<file path="src/hw/rtl/etsh_pkg.sv">
// Shared types, constants and helper functions for the envelope transient shaper.
`timescale 1ns / 1ps
package etsh_pkg;

  localparam int unsigned SampleBits = 24;
  localparam int unsigned CoefBits   = 32;
  localparam int unsigned EnvBits    = 24;
  localparam int unsigned AvgBits    = 32;
  localparam int unsigned DelayBits  = 48;
  localparam int unsigned AmtBits    = 16;

  // 0.0005 in Q0.32 and the 1e-5 floor of the running average
  localparam logic signed [24:0] AVG_ALPHA = 25'sd2147484;
  localparam logic [31:0]        AVG_FLOOR = 32'd42949;
  localparam logic [23:0]        ENV_MAX   = 24'hFF_FFFF;

  typedef enum logic [2:0] {
    REG_ENABLE  = 3'd0,
    REG_B0      = 3'd1,
    REG_B1      = 3'd2,
    REG_B2      = 3'd3,
    REG_A1      = 3'd4,
    REG_A2      = 3'd5,
    REG_ATTACK  = 3'd6,
    REG_RELEASE = 3'd7
  } reg_idx_e;

  typedef struct packed {
    logic               enable;
    logic signed [31:0] b0;
    logic signed [31:0] b1;
    logic signed [31:0] b2;
    logic signed [31:0] a1;
    logic signed [31:0] a2;
    logic [23:0]        atk_coef;
    logic [23:0]        rel_coef;
  } cfg_t;

  typedef enum logic [4:0] {
    ST_IDLE, ST_F_B0, ST_F_Y, ST_F_S1, ST_F_D0, ST_F_S2, ST_F_D1,
    ST_E_MUL, ST_E_UPD, ST_A_MUL, ST_A_UPD, ST_D_INIT, ST_D_STEP,
    ST_B_L, ST_B_R, ST_B_END, ST_OUT
  } state_e;

  typedef enum logic [3:0] {
    MUL_NONE, MUL_B0X, MUL_B1X, MUL_A1Y, MUL_B2X, MUL_A2Y,
    MUL_ENV, MUL_AVG, MUL_BLEND
  } mul_sel_e;

  typedef enum logic [3:0] {
    POST_NONE, POST_CAPTURE, POST_Y, POST_S1, POST_D0, POST_S2, POST_D1,
    POST_ENV, POST_AVG, POST_DIV_INIT, POST_DIV_STEP, POST_BLEND, POST_OUT
  } post_e;

  typedef struct packed {
    mul_sel_e mul_sel;
    post_e    post;
    logic     mul_ch;
    logic     post_ch;
    logic     first;
  } cmd_t;

  typedef struct packed {
    logic enable;
    logic mono;
    logic div_run;
    logic out_free;
  } status_t;

  // Clamp to a signed 24-bit sample
  function automatic logic signed [23:0] sat24(input logic signed [63:0] v);
    logic signed [63:0] hi;
    logic signed [63:0] lo;
    hi = 64'sd8388607;
    lo = -64'sd8388608;
    if (v > hi) begin
      return 24'sh7F_FFFF;
    end else if (v < lo) begin
      return 24'sh80_0000;
    end
    return v[23:0];
  endfunction

  // Clamp to a signed 48-bit filter delay
  function automatic logic signed [47:0] sat48(input logic signed [63:0] v);
    logic signed [63:0] hi;
    logic signed [63:0] lo;
    hi = 64'sh0000_7FFF_FFFF_FFFF;
    lo = -64'sh0000_8000_0000_0000;
    if (v > hi) begin
      return 48'sh7FFF_FFFF_FFFF;
    end else if (v < lo) begin
      return 48'sh8000_0000_0000;
    end
    return v[47:0];
  endfunction

  // Peak magnitude in Q0.24, saturated
  function automatic logic [23:0] peak_of(input logic signed [23:0] x);
    logic [23:0] mag;
    logic [24:0] p;
    mag = x[23] ? 24'(-x) : x;
    p   = {mag, 1'b0};
    return p[24] ? ENV_MAX : p[23:0];
  endfunction

endpackage

</file>
<file path="src/hw/rtl/envelope_transient_shaper.sv">
// Top level of the envelope transient shaper: register file, sequencer and datapath.
`timescale 1ns / 1ps
// Usage: present one frame (in_left_i, in_right_i, mono_i) with in_valid_i; it is
// taken at a rising edge where in_stall_o is low. One word comes back on
// out_valid_o with out_left_o, out_right_o and transient_amount_o, and is taken
// at an edge where out_stall_i is low. Coefficients and enable are written
// through cfg_valid_i / cfg_ready_o (always ready) with cfg_index_i and
// cfg_data_i, while the block is idle.
// Timing: an enabled frame passes through the filter states once per channel (once
// for mono), the follower and average updates, the divider unless the average sets
// the amount without it, and the blend states; a disabled frame goes straight to the
// output state. A new frame is taken in the idle state after the previous result
// moved into the output register. The cost is set by the one shared 33x25 multiplier
// (10 filter products, 2 follower, 2 blend) and the bit-per-cycle 16-step divider.
// Reset clears filter delays, both followers, output valid and registers to
// their defaults. While the receiver stalls, the finished word holds and the
// next frame is computed, then waits until the output register frees.
module envelope_transient_shaper (
  input  logic               clk_i,
  input  logic               rst_ni,
  input  logic               in_valid_i,
  output logic               in_stall_o,
  input  logic signed [23:0] in_left_i,
  input  logic signed [23:0] in_right_i,
  input  logic               mono_i,
  output logic               out_valid_o,
  input  logic               out_stall_i,
  output logic signed [23:0] out_left_o,
  output logic signed [23:0] out_right_o,
  output logic [15:0]        transient_amount_o,
  input  logic               cfg_valid_i,
  output logic               cfg_ready_o,
  input  logic [2:0]         cfg_index_i,
  input  logic [31:0]        cfg_data_i
);
  import etsh_pkg::*;

  cfg_t    cfg_q;
  cmd_t    cmd;
  status_t status;

  assign cfg_ready_o = 1'b1;

  // Write configuration registers
  always_ff @(posedge clk_i or negedge rst_ni) begin
    if (!rst_ni) begin
      cfg_q.enable   <= 1'b0;
      cfg_q.b0       <= 32'sd268435456;
      cfg_q.b1       <= '0;
      cfg_q.b2       <= '0;
      cfg_q.a1       <= '0;
      cfg_q.a2       <= '0;
      cfg_q.atk_coef <= 24'd16409573;
      cfg_q.rel_coef <= 24'd16773411;
    end else if (cfg_valid_i && cfg_ready_o) begin
      unique case (reg_idx_e'(cfg_index_i))
        REG_ENABLE:  cfg_q.enable   <= cfg_data_i[0];
        REG_B0:      cfg_q.b0       <= cfg_data_i;
        REG_B1:      cfg_q.b1       <= cfg_data_i;
        REG_B2:      cfg_q.b2       <= cfg_data_i;
        REG_A1:      cfg_q.a1       <= cfg_data_i;
        REG_A2:      cfg_q.a2       <= cfg_data_i;
        REG_ATTACK:  cfg_q.atk_coef <= cfg_data_i[23:0];
        REG_RELEASE: cfg_q.rel_coef <= cfg_data_i[23:0];
        default:     cfg_q.enable   <= cfg_q.enable;
      endcase
    end
  end

  etsh_ctrl u_ctrl (
    .clk_i      (clk_i),
    .rst_ni     (rst_ni),
    .in_valid_i (in_valid_i),
    .in_stall_o (in_stall_o),
    .status_i   (status),
    .cmd_o      (cmd)
  );

  etsh_dp u_dp (
    .clk_i              (clk_i),
    .rst_ni             (rst_ni),
    .cfg_i              (cfg_q),
    .cmd_i              (cmd),
    .status_o           (status),
    .in_left_i          (in_left_i),
    .in_right_i         (in_right_i),
    .mono_i             (mono_i),
    .out_valid_o        (out_valid_o),
    .out_stall_i        (out_stall_i),
    .out_left_o         (out_left_o),
    .out_right_o        (out_right_o),
    .transient_amount_o (transient_amount_o)
  );

endmodule

</file>
<file path="src/hw/rtl/etsh_ctrl.sv">
// Sequencer of the transient shaper: steps one frame through the shared datapath.
`timescale 1ns / 1ps
module etsh_ctrl (
  input  logic              clk_i,
  input  logic              rst_ni,
  input  logic              in_valid_i,
  output logic              in_stall_o,
  input  etsh_pkg::status_t status_i,
  output etsh_pkg::cmd_t    cmd_o
);
  import etsh_pkg::*;

  state_e     state_q, state_d;
  logic       ch_q, ch_d;
  logic [3:0] cnt_q, cnt_d;

  // Advance state, channel and division count
  always_ff @(posedge clk_i or negedge rst_ni) begin
    if (!rst_ni) begin
      state_q <= ST_IDLE;
      ch_q    <= 1'b0;
      cnt_q   <= '0;
    end else begin
      state_q <= state_d;
      ch_q    <= ch_d;
      cnt_q   <= cnt_d;
    end
  end

  // Next state
  always_comb begin
    state_d = state_q;
    ch_d    = ch_q;
    cnt_d   = cnt_q;
    unique case (state_q)
      ST_IDLE: begin
        ch_d = 1'b0;
        if (in_valid_i) begin
          state_d = status_i.enable ? ST_F_B0 : ST_OUT;
        end
      end
      ST_F_B0: state_d = ST_F_Y;
      ST_F_Y:  state_d = ST_F_S1;
      ST_F_S1: state_d = ST_F_D0;
      ST_F_D0: state_d = ST_F_S2;
      ST_F_S2: state_d = ST_F_D1;
      ST_F_D1: begin
        if (!ch_q && !status_i.mono) begin
          ch_d    = 1'b1;
          state_d = ST_F_B0;
        end else begin
          state_d = ST_E_MUL;
        end
      end
      ST_E_MUL: state_d = ST_E_UPD;
      ST_E_UPD: state_d = ST_A_MUL;
      ST_A_MUL: state_d = ST_A_UPD;
      ST_A_UPD: state_d = ST_D_INIT;
      ST_D_INIT: begin
        cnt_d   = '0;
        state_d = status_i.div_run ? ST_D_STEP : ST_B_L;
      end
      ST_D_STEP: begin
        cnt_d = cnt_q + 4'd1;
        if (cnt_q == 4'd15) begin
          state_d = ST_B_L;
        end
      end
      ST_B_L:   state_d = ST_B_R;
      ST_B_R:   state_d = ST_B_END;
      ST_B_END: state_d = ST_OUT;
      ST_OUT: begin
        if (status_i.out_free) begin
          state_d = ST_IDLE;
        end
      end
      default: state_d = ST_IDLE;
    endcase
  end

  // Commands to the datapath
  always_comb begin
    cmd_o.mul_sel = MUL_NONE;
    cmd_o.post    = POST_NONE;
    cmd_o.mul_ch  = ch_q;
    cmd_o.post_ch = ch_q;
    cmd_o.first   = (cnt_q == 4'd0);
    in_stall_o    = (state_q != ST_IDLE);
    unique case (state_q)
      ST_IDLE:  cmd_o.post = in_valid_i ? POST_CAPTURE : POST_NONE;
      ST_F_B0:  cmd_o.mul_sel = MUL_B0X;
      ST_F_Y: begin
        cmd_o.post    = POST_Y;
        cmd_o.mul_sel = MUL_B1X;
      end
      ST_F_S1: begin
        cmd_o.post    = POST_S1;
        cmd_o.mul_sel = MUL_A1Y;
      end
      ST_F_D0: begin
        cmd_o.post    = POST_D0;
        cmd_o.mul_sel = MUL_B2X;
      end
      ST_F_S2: begin
        cmd_o.post    = POST_S2;
        cmd_o.mul_sel = MUL_A2Y;
      end
      ST_F_D1:   cmd_o.post = POST_D1;
      ST_E_MUL:  cmd_o.mul_sel = MUL_ENV;
      ST_E_UPD:  cmd_o.post = POST_ENV;
      ST_A_MUL:  cmd_o.mul_sel = MUL_AVG;
      ST_A_UPD:  cmd_o.post = POST_AVG;
      ST_D_INIT: cmd_o.post = POST_DIV_INIT;
      ST_D_STEP: cmd_o.post = POST_DIV_STEP;
      ST_B_L: begin
        cmd_o.mul_sel = MUL_BLEND;
        cmd_o.mul_ch  = 1'b0;
      end
      ST_B_R: begin
        cmd_o.post    = POST_BLEND;
        cmd_o.post_ch = 1'b0;
        cmd_o.mul_sel = MUL_BLEND;
        cmd_o.mul_ch  = 1'b1;
      end
      ST_B_END: begin
        cmd_o.post    = POST_BLEND;
        cmd_o.post_ch = 1'b1;
      end
      ST_OUT:   cmd_o.post = status_i.out_free ? POST_OUT : POST_NONE;
      default:  cmd_o.post = POST_NONE;
    endcase
  end

endmodule

</file>
<file path="src/hw/rtl/etsh_dp.sv">
// Datapath of the transient shaper: shared multiplier, filter, followers, divider.
`timescale 1ns / 1ps
module etsh_dp (
  input  logic               clk_i,
  input  logic               rst_ni,
  input  etsh_pkg::cfg_t     cfg_i,
  input  etsh_pkg::cmd_t     cmd_i,
  output etsh_pkg::status_t  status_o,
  input  logic signed [23:0] in_left_i,
  input  logic signed [23:0] in_right_i,
  input  logic               mono_i,
  output logic               out_valid_o,
  input  logic               out_stall_i,
  output logic signed [23:0] out_left_o,
  output logic signed [23:0] out_right_o,
  output logic [15:0]        transient_amount_o
);
  import etsh_pkg::*;

  // Frame registers
  logic signed [23:0] xl_q, xr_q;
  logic               mono_q;
  logic [23:0]        peak_q;
  logic signed [23:0] y_q [2];
  logic signed [23:0] res_l_q, res_r_q;
  logic [15:0]        t_q;
  logic signed [49:0] acc_q;
  logic [31:0]        rem_q;
  logic               lsb_q;
  logic signed [57:0] prod_q;

  // State that persists across frames
  logic signed [47:0] s1_q [2];
  logic signed [47:0] s2_q [2];
  logic [23:0]        env_q;
  logic [31:0]        avg_q;

  // Output register
  logic               out_valid_q;
  logic signed [23:0] out_l_q, out_r_q;
  logic [15:0]        out_t_q;

  // Multiplier operands
  logic signed [32:0] mul_a;
  logic signed [24:0] mul_b;
  logic signed [57:0] prod_d;
  logic signed [23:0] x_m, y_m;
  logic signed [24:0] env_diff, blend_diff;
  logic [23:0]        coef_sel;

  always_comb begin
    x_m        = cmd_i.mul_ch ? xr_q : xl_q;
    y_m        = y_q[cmd_i.mul_ch];
    env_diff   = {1'b0, env_q} - {1'b0, peak_q};
    coef_sel   = (peak_q > env_q) ? cfg_i.atk_coef : cfg_i.rel_coef;
    blend_diff = {y_m[23], y_m} - {x_m[23], x_m};
    mul_a      = '0;
    mul_b      = '0;
    unique case (cmd_i.mul_sel)
      MUL_B0X: begin
        mul_a = {cfg_i.b0[31], cfg_i.b0};
        mul_b = {x_m[23], x_m};
      end
      MUL_B1X: begin
        mul_a = {cfg_i.b1[31], cfg_i.b1};
        mul_b = {x_m[23], x_m};
      end
      MUL_A1Y: begin
        mul_a = {cfg_i.a1[31], cfg_i.a1};
        mul_b = {y_m[23], y_m};
      end
      MUL_B2X: begin
        mul_a = {cfg_i.b2[31], cfg_i.b2};
        mul_b = {x_m[23], x_m};
      end
      MUL_A2Y: begin
        mul_a = {cfg_i.a2[31], cfg_i.a2};
        mul_b = {y_m[23], y_m};
      end
      MUL_ENV: begin
        mul_a = {{8{env_diff[24]}}, env_diff};
        mul_b = {1'b0, coef_sel};
      end
      MUL_AVG: begin
        mul_a = {1'b0, env_q, 8'b0} - {1'b0, avg_q};
        mul_b = AVG_ALPHA;
      end
      MUL_BLEND: begin
        mul_a = {{8{blend_diff[24]}}, blend_diff};
        mul_b = {9'b0, t_q};
      end
      default: begin
        mul_a = '0;
        mul_b = '0;
      end
    endcase
    prod_d = mul_a * mul_b;
  end

  // Post-processing of the registered product
  logic signed [42:0] prod_sh;
  logic signed [47:0] s1_p, s2_p;
  logic signed [23:0] x_p;
  logic signed [49:0] acc_y, y_shift;
  logic signed [23:0] y_new;
  logic signed [50:0] dly_v;
  logic signed [47:0] dly_sat;
  logic [31:0]        env32;
  logic [32:0]        avg_diff;
  logic               avg_ok, div_sat;
  logic [32:0]        rem2, rem_sub;
  logic               rem_ge;
  logic signed [42:0] blend_sum;
  logic signed [23:0] blend_v;
  logic               out_free;

  always_comb begin
    prod_sh   = prod_q[57:15];
    s1_p      = s1_q[cmd_i.post_ch];
    s2_p      = s2_q[cmd_i.post_ch];
    x_p       = cmd_i.post_ch ? xr_q : xl_q;
    acc_y     = {{7{prod_sh[42]}}, prod_sh} + {{2{s1_p[47]}}, s1_p};
    y_shift   = acc_y >>> 13;
    y_new     = sat24({{14{y_shift[49]}}, y_shift});
    dly_v     = {acc_q[49], acc_q} - {{8{prod_sh[42]}}, prod_sh};
    dly_sat   = sat48({{13{dly_v[50]}}, dly_v});
    env32     = {env_q, 8'b0};
    avg_diff  = {1'b0, env32} - {1'b0, avg_q};
    avg_ok    = (avg_q > AVG_FLOOR) && (env32 > avg_q);
    div_sat   = {1'b0, avg_diff[31:0]} >= {avg_q, 1'b0};
    rem2      = {rem_q, cmd_i.first ? lsb_q : 1'b0};
    rem_sub   = rem2 - {1'b0, avg_q};
    rem_ge    = rem2 >= {1'b0, avg_q};
    blend_sum = {{19{x_p[23]}}, x_p} + {prod_q[57], prod_q[57:16]};
    blend_v   = sat24({{21{blend_sum[42]}}, blend_sum});
    out_free  = !out_valid_q || !out_stall_i;
  end

  assign status_o.enable   = cfg_i.enable;
  assign status_o.mono     = mono_q;
  assign status_o.div_run  = avg_ok && !div_sat;
  assign status_o.out_free = out_free;

  // Register the multiplier product for post-processing
  always_ff @(posedge clk_i) begin
    prod_q <= prod_d;
  end

  // Frame working registers
  always_ff @(posedge clk_i) begin
    unique case (cmd_i.post)
      POST_CAPTURE: begin
        xl_q    <= in_left_i;
        xr_q    <= mono_i ? '0 : in_right_i;
        mono_q  <= mono_i;
        peak_q  <= (mono_i || peak_of(in_left_i) >= peak_of(in_right_i)) ?
                   peak_of(in_left_i) : peak_of(in_right_i);
        res_l_q <= in_left_i;
        res_r_q <= mono_i ? '0 : in_right_i;
        t_q     <= '0;
      end
      POST_Y:  y_q[cmd_i.post_ch] <= y_new;
      POST_S1: acc_q <= {{7{prod_sh[42]}}, prod_sh} + {{2{s2_p[47]}}, s2_p};
      POST_S2: acc_q <= {{7{prod_sh[42]}}, prod_sh};
      POST_DIV_INIT: begin
        t_q   <= (avg_ok && div_sat) ? 16'hFFFF : 16'h0000;
        rem_q <= {1'b0, avg_diff[31:1]};
        lsb_q <= avg_diff[0];
      end
      POST_DIV_STEP: begin
        rem_q <= rem_ge ? rem_sub[31:0] : rem2[31:0];
        t_q   <= {t_q[14:0], rem_ge};
      end
      POST_BLEND: begin
        if (cmd_i.post_ch) begin
          res_r_q <= mono_q ? '0 : blend_v;
        end else begin
          res_l_q <= blend_v;
        end
      end
      default: begin
      end
    endcase
  end

  // Filter delays and followers
  always_ff @(posedge clk_i or negedge rst_ni) begin
    if (!rst_ni) begin
      s1_q[0] <= '0;
      s1_q[1] <= '0;
      s2_q[0] <= '0;
      s2_q[1] <= '0;
      env_q   <= '0;
      avg_q   <= '0;
    end else begin
      unique case (cmd_i.post)
        POST_D0:  s1_q[cmd_i.post_ch] <= dly_sat;
        POST_D1:  s2_q[cmd_i.post_ch] <= dly_sat;
        POST_ENV: env_q <= peak_q + prod_q[47:24];
        POST_AVG: avg_q <= avg_q + {{6{prod_q[57]}}, prod_q[57:32]};
        default: begin
        end
      endcase
    end
  end

  // Output word register
  always_ff @(posedge clk_i or negedge rst_ni) begin
    if (!rst_ni) begin
      out_valid_q <= 1'b0;
    end else if (cmd_i.post == POST_OUT) begin
      out_valid_q <= 1'b1;
    end else if (!out_stall_i) begin
      out_valid_q <= 1'b0;
    end
  end

  always_ff @(posedge clk_i) begin
    if (cmd_i.post == POST_OUT) begin
      out_l_q <= res_l_q;
      out_r_q <= res_r_q;
      out_t_q <= t_q;
    end
  end

  assign out_valid_o        = out_valid_q;
  assign out_left_o         = out_l_q;
  assign out_right_o        = out_r_q;
  assign transient_amount_o = out_t_q;

  // Division remainder stays below the divisor
  a_rem_bound: assert property (@(posedge clk_i) disable iff (!rst_ni)
    (cmd_i.post == POST_DIV_STEP) |-> (rem_q < avg_q))
    else $error("divider remainder not below divisor");

  // Follower lands between its old value and the peak
  a_env_range: assert property (@(posedge clk_i) disable iff (!rst_ni)
    (cmd_i.post == POST_ENV) |=>
      ((env_q <= $past(peak_q)) || (env_q <= $past(env_q))) &&
      ((env_q >= $past(peak_q)) || (env_q >= $past(env_q))))
    else $error("envelope left its bounds");

  // Output word appears only on a load command
  a_out_load: assert property (@(posedge clk_i) disable iff (!rst_ni)
    $rose(out_valid_q) |-> $past(cmd_i.post == POST_OUT))
    else $error("output valid without load");

endmodule
</file>
<file path="config.mk">
export PLATFORM = sky130hd
export DESIGN_NAME = envelope_transient_shaper
export DESIGN_NICKNAME = d
export VERILOG_FILES = /design/src/hw/rtl/etsh_pkg.sv /design/src/hw/rtl/envelope_transient_shaper.sv /design/src/hw/rtl/etsh_ctrl.sv /design/src/hw/rtl/etsh_dp.sv
export SDC_FILE = /design/constraint.sdc
export NUM_CORES = 2
export LEC_CHECK = 0
export ABC_AREA = 0
export CELL_PAD_IN_SITES_DETAIL_PLACEMENT = 2
export CELL_PAD_IN_SITES_GLOBAL_PLACEMENT = 2
export CORE_MARGIN = 2
export CORE_UTILIZATION = 25
export CTS_BUF_LIST = sky130_fd_sc_hd__clkbuf_8
export DETAILED_ROUTE_END_ITERATION = 16
export DONT_BUFFER_PORTS = 1
export GPL_TIMING_DRIVEN = 0
export PLACE_DENSITY_LB_ADDON = 0.05
export SYNTH_ARGS = -nofsm -noshare
export SYNTH_HDL_FRONTEND = slang
export SYNTH_SLANG_ARGS = --single-unit
</file>
<file path="constraint.sdc">
create_clock -name clk_i -period 35.9 [get_ports clk_i]
set_clock_uncertainty 0.2 [all_clocks]
set_input_delay 8.975 -clock clk_i [delete_from_list [all_inputs] [get_ports clk_i]]
set_output_delay 8.975 -clock clk_i [all_outputs]
set_load 0.05 [all_outputs]
</file>
==> results.tsv <==
metric	value	unit
rsz0062_at_grt	false	
dieArea	0.340	mm²
hold_class	flop to flop	
synthCells	9173	
cts_setup_buffers	0	
arrival	18980	ps
start_util	0.251	
grt_max_degree	469	
pre_cts_slack	17640	ps
multiInputGateArea	0.0557	mm²
setup_violations	0	
synth.net_count	10700	
reg2reg_slack	17630	ps
ys_seq_area_frac	0.269	
maxCapViolations	1	
fillerInstances	37500	
route.detailed.drc	0	
hold_buffers	0	
cp_slowest_cell	mux2i_1	
ys_async_sr_fraction	0.556	
syn_area	0.0839	mm²
hp-start	u_dp.res_r_q[10]	
worst_skew_pair.late_latency	1040	ps
post_cts_resized	0	
dr.first_iter.drc_count	4550	
cts.clk_slew.worst_paths	60	ps
fp.dieH	583	µm
wl_per_cell	32.3	µm
fmax	54.7	MHz
cp_slowest_stage_delay	1090	ps
antenna_found_initial	47	
fin_ws	17630	ps
seq_area	0.0226	mm²
period_minus_slack	18270	ps
clk_path_buf_depth	4	
drt-vias-per-instance	5.08	
cts_max_level	4	
dp_hpwl	370000	µm
first_pass_iters	7	
syn_avg_cell_area	9.15	µm²
finalCritPeriodShare	0.509	
yosysMostFrequentCell	nand2_1	
fin_tns_setup	0	ps
overflow	0	
cp_data_required_time	36610	ps
dr_total_vias	70800	
port_buffers	0	
crit_buf_inv	11	
yosysWarnings	0	
synth_area_leaders	fa_1 20%, dfrtp_1 13%, edfxtp_1 12%, ha_1 8.3%, nand2_1 5.7%	
status	finished with violations	
fin_util	0.282	
finalWirelength	451000	µm
grt_pass1_wl	632000	µm
slew_headroom	-0.0390	
cts_tree	built	
r2r-start	u_ctrl.state_q[4]	
worst_setup_path_end_kind	flop	
yosys.area.top_type	fa_1	
track_usage	0.264	
num_io_pins	156	
finalHoldViolCount	0	
root_buffer	clkbuf_8	
start_kind	flop	
synth_top_cell_area_share	0.202	
path_max_fanout	10	
die_w	583	µm
ys_ff_latch	842	
critPathTopFamily	adder cells	
worstMarginPinSlew	1560	ps
synth_cell_types	112	
crit_start	u_ctrl.state_q[4]	
layout.nets	10900	
syn2layout_area_growth	12.0	%
failed_checks	max-capacitance violations, max-slew violations	
core_area	0.334	mm²
synthTopCellsByCount	1282 x nand2_1, 1129 x inv_1, 849 x fa_1, 812 x nor2_1, 584 x a21oi_1	
final_max_slew_viol_count	11	
cts.sinks	842	
path_class	flop to flop	
rows	212	
grt_pass1_vias	78100	
ant_nets	0	
whs	221	ps
cts_buffers	179	
synth-edff-count	331	
drive_gt1_frac	0.0822	
path_common_cell	fa_1	
synth_ff_type	dfrtp_1	
gp_congestion	0.905	
## layer usage
metal | global-route usage | vias up | wire [µm]
met3 | 0.0249 | 449 | 15300
li1 | - | 31200 | -
met1 | 0.372 | 37800 | 214000
met5 | 0 | - | 27
met2 | 0.421 | 1349 | 204000
met4 | 0.0887 | 4 | 17700
## state kept, by name, summed over array words and instances (netlist names), 16 cells and up
signal                   cells
u_dp.env_q                  24
u_dp.xl_q                   24
u_dp.res_r_q                24
u_dp.xr_q                   24
u_dp.s1_q                   96
u_dp.y_q                    48
u_dp.transient_amount_o     16
u_dp.acc_q                  49
cfg_q                      209
u_dp.prod_q                 43
u_dp.out_left_o             24
u_dp.res_l_q                24
u_dp.avg_q                  32
u_dp.peak_q                 24
u_dp.rem_q                  32
u_dp.out_right_o            24
u_dp.s2_q                   96
u_dp.t_q                    16
## worst reg2reg max path, delay by kind of cell (launching register included)
family	cells	cell delay, ps
adders and majority gates	9	5160
and+or+nand+nor	13	3970
buffers and inverters	11	3880
AOI/OAI and AO/OA	12	3340
muxes	1	1100
DFF	1	370
xor gates and xnor gates	1	240
## cell type report
| cell class | instances | share of cell area |
|---|---|---|
| sequential | 842 | 0.240 |
| clock buffer | 207 | 0.0303 |
| tap | 4387 | 0.0584 |
| inverter | 1134 | 0.0453 |
| timing repair buffer | 45 | 0.00676 |
| buffer | 409 | 0.0179 |
| antenna | 13 | 0.000346 |
| multi-input combinational | 6788 | 0.593 |
| clock inverter | 115 | 0.00865 |
## kinds of logic after synthesis
group	share of synthesized area
AND/OR/NAND/NOR	0.146
AO/OA/AOI/OAI	0.145
buffers and inverters	0.0707
adder cells (fa/ha/maj)	0.286
flip-flops	0.269
XOR/XNOR	0.0395
multiplexers	0.0446
other	0.0000447
## metrics by stage
stage / instance area, µm² / instances
floorplan: 83900 / 9173
global placement: 89400 / 13600
detailed placement: 90300 / 13600
CTS: 93900 / 13900
global route: 94000 / 13900
finish: 94000 / 13900
## worst paths after layout
check	to	depth (start not counted)
worst min register to register	u_dp.out_right_o[10]	0
worst max register to register	u_dp.prod_q[52]	47
min in group asynchronous	cfg_q[185]	0
max in group asynchronous	u_dp.s2_q[90]	2
worst min-delay path	u_dp.out_right_o[10]	0
worst max-delay path	u_dp.prod_q[52]	47
## layout by cell type, fill, tap and decap left out, types with 27 or more instances in the layout
cell type / count
o21a_1: 51
xor2_1: 152
a21oi_1: 579
nor2b_1: 89
ha_1: 560
dfrtp_1: 436
buf_2: 36
clkbuf_8: 207
clkbuf_1: 331
o21ai_1: 38
and2_1: 60
nand2_1: 1282
o31ai_1: 29
dfxtp_1: 42
xnor2_1: 225
o21bai_1: 56
a211oi_1: 42
a222oi_1: 27
clkinv_1: 29
nand3_1: 90
nand4_1: 75
fa_1: 848
edfxtp_1: 331
nor3_1: 71
and3_1: 54
nand2b_1: 79
nor2_1: 811
mux2i_1: 82
o21ai_0: 367
inv_1: 1177
mux2_2: 259
a21o_1: 280
or3_1: 34
a31oi_1: 40
dfstp_2: 32
o211ai_1: 32
buf_4: 30
Power is left out: the tool's default activity adds up to more than one toggle a clock period on the data nets, which glitch-free logic cannot reach.
